`config.mk`:
```
export PLATFORM = sky130hd
export DESIGN_NAME = csa_free_search
export DESIGN_NICKNAME = d
export VERILOG_FILES = /design/src/channel_slice_allocator_macros.svh /design/src/csa_pkg.sv /design/src/csa_free_search.sv
export SDC_FILE = /design/constraint.sdc
export NUM_CORES = 1
export LEC_CHECK = 0
export ABC_AREA = 1
export BUFFER_PORTS_ARGS = -buffer_cell sky130_fd_sc_hd__buf_4
export CORE_UTILIZATION = 45
export DETAILED_ROUTE_END_ITERATION = 10
export GPL_TIMING_DRIVEN = 0
export PLACE_DENSITY = 0.85
export SLEW_MARGIN = 0
export SYNTH_ARGS = -nofsm -noshare
export SYNTH_HDL_FRONTEND = slang
export SYNTH_SLANG_ARGS = --single-unit
export TNS_END_PERCENT = 30
```
`constraint.sdc`:
```
create_clock -name clk_i -period 3.05 [get_ports clk_i]
set_input_delay 0 -clock clk_i [delete_from_list [all_inputs] [get_ports clk_i]]
set_output_delay 0 -clock clk_i [all_outputs]
set_load 0.01 [all_outputs]
```
`src/channel_slice_allocator_macros.svh`:
```
// ----------------------------------------------------------------------------
// Channel slice allocator assertion macros
// Concurrent assertion forms shared by the allocator RTL.
// ----------------------------------------------------------------------------
`ifndef CHANNEL_SLICE_ALLOCATOR_MACROS_SVH
`define CHANNEL_SLICE_ALLOCATOR_MACROS_SVH

// Same-cycle implication, disabled while reset is asserted.
`define CSA_ASSERT_IMP(label, clk, rst_n, ante, cons, msg) \
  label: assert property (@(posedge clk) disable iff (!rst_n) (ante) |-> (cons)) \
    else $error(msg);

// Next-cycle implication, disabled while reset is asserted.
`define CSA_ASSERT_NXT(label, clk, rst_n, ante, cons, msg) \
  label: assert property (@(posedge clk) disable iff (!rst_n) (ante) |=> (cons)) \
    else $error(msg);

`endif

```
`src/csa_pkg.sv`:
```
// ----------------------------------------------------------------------------
// Channel slice allocator package
// Transfer types, result codes and saturating counter helpers.
// ----------------------------------------------------------------------------
package csa_pkg;

  localparam int VIEW_W  = 11;
  localparam int USED_W  = 7;
  localparam int BLOCK_W = 16;
  localparam int CFG_W   = 7;

  localparam logic [VIEW_W-1:0]  VIEW_MAX  = 11'd2047;
  localparam logic [BLOCK_W-1:0] BLOCK_MAX = 16'hFFFF;
  localparam logic [CFG_W-1:0]   SA_RESET  = 7'd64;

  typedef enum logic [1:0] {
    ST_JOINED  = 2'd0,
    ST_MEMBER  = 2'd1,
    ST_ALLOC   = 2'd2,
    ST_BLOCKED = 2'd3
  } status_e;

  typedef struct packed {
    logic [9:0] user_id;
    logic       leave_valid;
    logic [7:0] prev_channel;
    logic [7:0] next_channel;
  } evt_t;

  typedef struct packed {
    status_e              status;
    logic [5:0]           slice_index;
    logic                 slice_freed;
    logic [5:0]           freed_slice;
    logic [USED_W-1:0]    slices_used;
    logic [VIEW_W-1:0]    active_users;
    logic [USED_W-1:0]    peak_slices;
    logic [BLOCK_W-1:0]   blocked_total;
  } res_t;

  function automatic logic [VIEW_W-1:0] sat_inc(input logic [VIEW_W-1:0] v);
    return (v < VIEW_MAX) ? VIEW_W'(v + 11'd1) : v;
  endfunction

  function automatic logic [VIEW_W-1:0] sat_dec(input logic [VIEW_W-1:0] v);
    return (v != '0) ? VIEW_W'(v - 11'd1) : v;
  endfunction

endpackage

```
`src/csa_free_search.sv`:
```
// ----------------------------------------------------------------------------
// Free slice search
// Two-stage registered search for the lowest slice whose busy flag is clear.
// ----------------------------------------------------------------------------
module csa_free_search import csa_pkg::*; #(
  parameter int SLICES = 64
) (
  input  logic                                  clk_i,
  input  logic [SLICES-1:0]                     busy_i,
  output logic                                  found_o,
  output logic [(SLICES > 1 ? $clog2(SLICES) : 1)-1:0] index_o
);

  localparam int SW   = (SLICES > 1) ? $clog2(SLICES) : 1;
  localparam int GRP  = 8;
  localparam int NGRP = (SLICES + GRP - 1) / GRP;
  localparam int PADW = NGRP * GRP;

  logic [PADW-1:0] free_pad;
  logic [NGRP-1:0] grp_any_d, grp_any_q;
  logic [2:0]      grp_lo_d [NGRP];
  logic [2:0]      grp_lo_q [NGRP];
  logic            found_d;
  logic [SW-1:0]   index_d;

  assign free_pad = PADW'(~busy_i);

  always_comb begin
    for (int g = 0; g < NGRP; g++) begin
      grp_any_d[g] = 1'b0;
      grp_lo_d[g]  = '0;
      for (int k = GRP - 1; k >= 0; k--) begin
        if (free_pad[g*GRP + k]) begin
          grp_any_d[g] = 1'b1;
          grp_lo_d[g]  = 3'(k);
        end
      end
    end
  end

  always_comb begin
    found_d = 1'b0;
    index_d = '0;
    for (int g = NGRP - 1; g >= 0; g--) begin
      if (grp_any_q[g]) begin
        found_d = 1'b1;
        index_d = SW'((g * GRP) + int'(grp_lo_q[g]));
      end
    end
  end

  always_ff @(posedge clk_i) begin
    grp_any_q <= grp_any_d;
    grp_lo_q  <= grp_lo_d;
    found_o   <= found_d;
    index_o   <= index_d;
  end

endmodule

```
==> metrics.md <==
| Metric | Value |
|---|---|
| Outcome | `completed` |
| Clock transition at path regs | `70 ps` |
| Worst R2R End | `index_o[0]` |
| Initial antenna violation count | `0` |
| First-pass GRT wire length | `6870 um` |
| Flops & latches, synth | `39` |
| Starting density of the core | `0.468` |
| Worst r2r src | `grp_any_q[6]` |
| # Post-CTS Setup Buffers | `0` |
| CTS tree | `yes` |
| PortBufs | `71` |
| Post-Route WL | `3970 um` |
| Fin crit period | `1230 ps` |
| Syn_nets | `315` |
| Critical Path Fanout Max | `3` |
| IO Pins | `72` |
| Rel. slew slack | `0.817` |
| Row cnt | `22` |
| HP Class | `primary input to register` |
| Post-synth cell types | `14` |
| Worst Setup End Kind | `register` |
| Setup Slack @ Placement | `2010 ps` |
| Max Cap Viol | `0` |
| Maximum clock path buffer count | `2` |
| GRT Util Overall | `0.214` |
| Final ANT Viol Nets | `0` |
| DR iter-0 viols | `105` |
| Total CTS buffers | `5` |
| DP HPWL | `2710 um` |
| Total power per unit cell area | `402 nW/um2` |
| R2R cell count | `9` |
| Hold path cells | `2` |
| Wire length per cell | `9.72 um` |
| Die Wd | `63.7 um` |
| First-pass DRT Iterations | `4` |
| Setup TNS | `0 ps` |
| Residual DRC | `0` |
| P_leak | `1.42 nW` |
| Worst setup path startpoint | `busy_i[9]` |
| Max incr delay on CP | `570 ps` |
| Peak VDD IR | `0.235 mV` |
| Cells along the critical path | `dlygate4sd3_1, buf_4, a21boi_0, dlygate4sd3_1` |
| Critical Path AT | `1450 ps` |
| Clock Skews | `7.12 ps` |
| Synth Warn # | `0` |
| Die height | `63.7 um` |
| CP dominant cell by count | `dlygate4sd3_1` |
| Die area | `4060 um2` |
| Layout area overhead | `59.3%` |
| Mapped Cells | `250` |
| Hold endpoint | `grp_lo_q[0]` |
| GPL Wtd Cong | `0.729` |
| CP max-delay cell | `dlygate4sd3_1` |
| Multi-input gate area | `774 um2` |
| Cell Count, Final, Fillers Out | `408` |
| Routed via count | `1896` |
| Mean post-synth cell area | `6.85 um2` |
| Inserted Diodes | `0` |
| Fill cells | `287` |
| Share of cells above drive strength 1 | `0.228` |
| Grt total ovfl | `0` |
| Reg area | `781 um2` |
| Vias per cell | `4.65` |
| Cell Area, Synth | `1710 um2` |
| Worst Max-Slew Pin Slew | `273 ps` |
| Hold Vio Cnt, Final | `0` |
| Fin crit share | `0.403` |
| Max Clk Rate | `813 MHz` |
| Placed cell count | `369` |
| Flop-to-flop setup slack | `1970 ps` |
| CP Data Required Time | `3270 ps` |
| Root Driver | `clkbuf_8` |
| Fin nets | `425` |
| Core Footprint | `3660 um2` |
| Clock Sink Count | `39` |
| Largest net degree at the start of global routing | `12` |
| RSZ-0062 raised after global routing | `false` |
| Fin. max-slew vios | `0` |
| CP Launch Type | `primary input` |
| CTS H-Tree Depth | `2` |
| Crit path buf inv count | `3` |
| Clk_lat worst skew | `280 ps` |
| Vias in the first global route | `1738` |
| Setup CP Type | `primary input to register` |
| Min-delay src | `busy_i[56]` |
| CP top delay family | `buffers and inverters` |
| Worst Slack Setup Final | `1820 ps` |
| Final setup fails | `0` |
| Post-synthesis sequential area ratio | `0.456` |
## power by group
part           internal [W]  switching (W)
clock              0.000239       0.000151
combinational      0.000107      0.0000651
sequential         0.000528     0.00000557
total              0.000874       0.000222
## layout by cell type (no fill, tap or decap)
master	netlist	final
nand4_1	8	8
dlygate4sd3_1	0	32
clkbuf_8	0	5
o21ai_0	6	6
a21oi_1	13	13
a21boi_0	5	5
or2_1	1	1
nor2_1	24	24
buf_6	2	2
clkbuf_1	0	1
nand2_1	83	83
nor2_2	3	3
buf_4	0	71
dfxtp_1	39	39
nand3_1	12	12
a31oi_1	12	12
inv_1	36	36
bufinv_16	0	1
nor3_1	6	6
## cell type report
| class | instances | share of cell area |
|---|---|---|
| tap | 48 | 0.0220 |
| clock buffer | 6 | 0.0266 |
| timing repair buffer | 103 | 0.313 |
| inverter | 36 | 0.0495 |
| clock inverter | 1 | 0.0110 |
| sequential | 39 | 0.286 |
| buffer | 2 | 0.00825 |
| multi-input combinational | 173 | 0.284 |
## sequential cells by signal, indices dropped and copies added, names as in the netlist
| name | cells |
|---|---|
| index_o | 6 |
| found_o | 1 |
| grp_lo_q | 24 |
| grp_any_q | 8 |
## worst max path at each step
stage	endpoint	slack (ps)	cells past startpoint
floorplan	index_o[0]	2090	7
global placement	index_o[2]	2020	7
detailed placement	index_o[2]	2010	7
CTS	grp_lo_q[3]	1850	6
global route	grp_lo_q[18]	1760	5
finish	grp_lo_q[18]	1820	4
## Yosys cell counts
cell type  number  share of area
buf_6           2          0.013
or2_1           1         0.0037
nand3_1        12          0.035
o21ai_0         6          0.018
nor2_2          3          0.011
a31oi_1        12          0.044
nand2_1        83           0.18
nand4_1         8          0.029
nor2_1         24          0.053
a21oi_1        13          0.038
a21boi_0        5          0.022
dfxtp_1        39           0.46
nor3_1          6          0.018
inv_1          36          0.079
## kinds of logic after synthesis
kind of cell,after synthesis,synth area share
and+or+nand+nor,137,0.331
buffers and inverters,38,0.0920
AOI/OAI and AO/OA,36,0.121
DFF,39,0.456
## metrics by stage
| step | total power [W] | util | hold slack, ps | cell area [um2] |
|---|---|---|---|---|
| floorplan | 0.000590 | - | 90.7 | 1710 |
| global placement | 0.000675 | 0.630 | 199 | 2310 |
| detailed placement | 0.000679 | 0.630 | 201 | 2310 |
| CTS | 0.00110 | 0.745 | 0.822 | 2730 |
| global route | 0.00115 | 0.745 | 7.91 | 2730 |
| finish | 0.00110 | 0.745 | 10.4 | 2730 |
## per-layer routing
metal	GRT usage	up-vias	part of all wire
met5	0	-	0
met4	0.0682	0	0.011
met3	0.0417	5	0.043
met2	0.400	56	0.53
met1	0.239	820	0.42
li1	-	1015	-
## worst register-to-register path, cell delays in order (launching register included)
cell and delay [ps]:
dfxtp_1 410, inv_1 120, nand3_1 80, nand2_1 50, nand2_1 50, nand2_1 50, nand2_1 60, nand2_1 60
nand2_1 60, nand2_1 40
## timing repair
item / CTS / global route
hold buffers: 32 / 0
hold endpoints to repair: 17 / 0
resized for setup: 0 / 0
No activity file was read; power rests on OpenSTA's default activity.
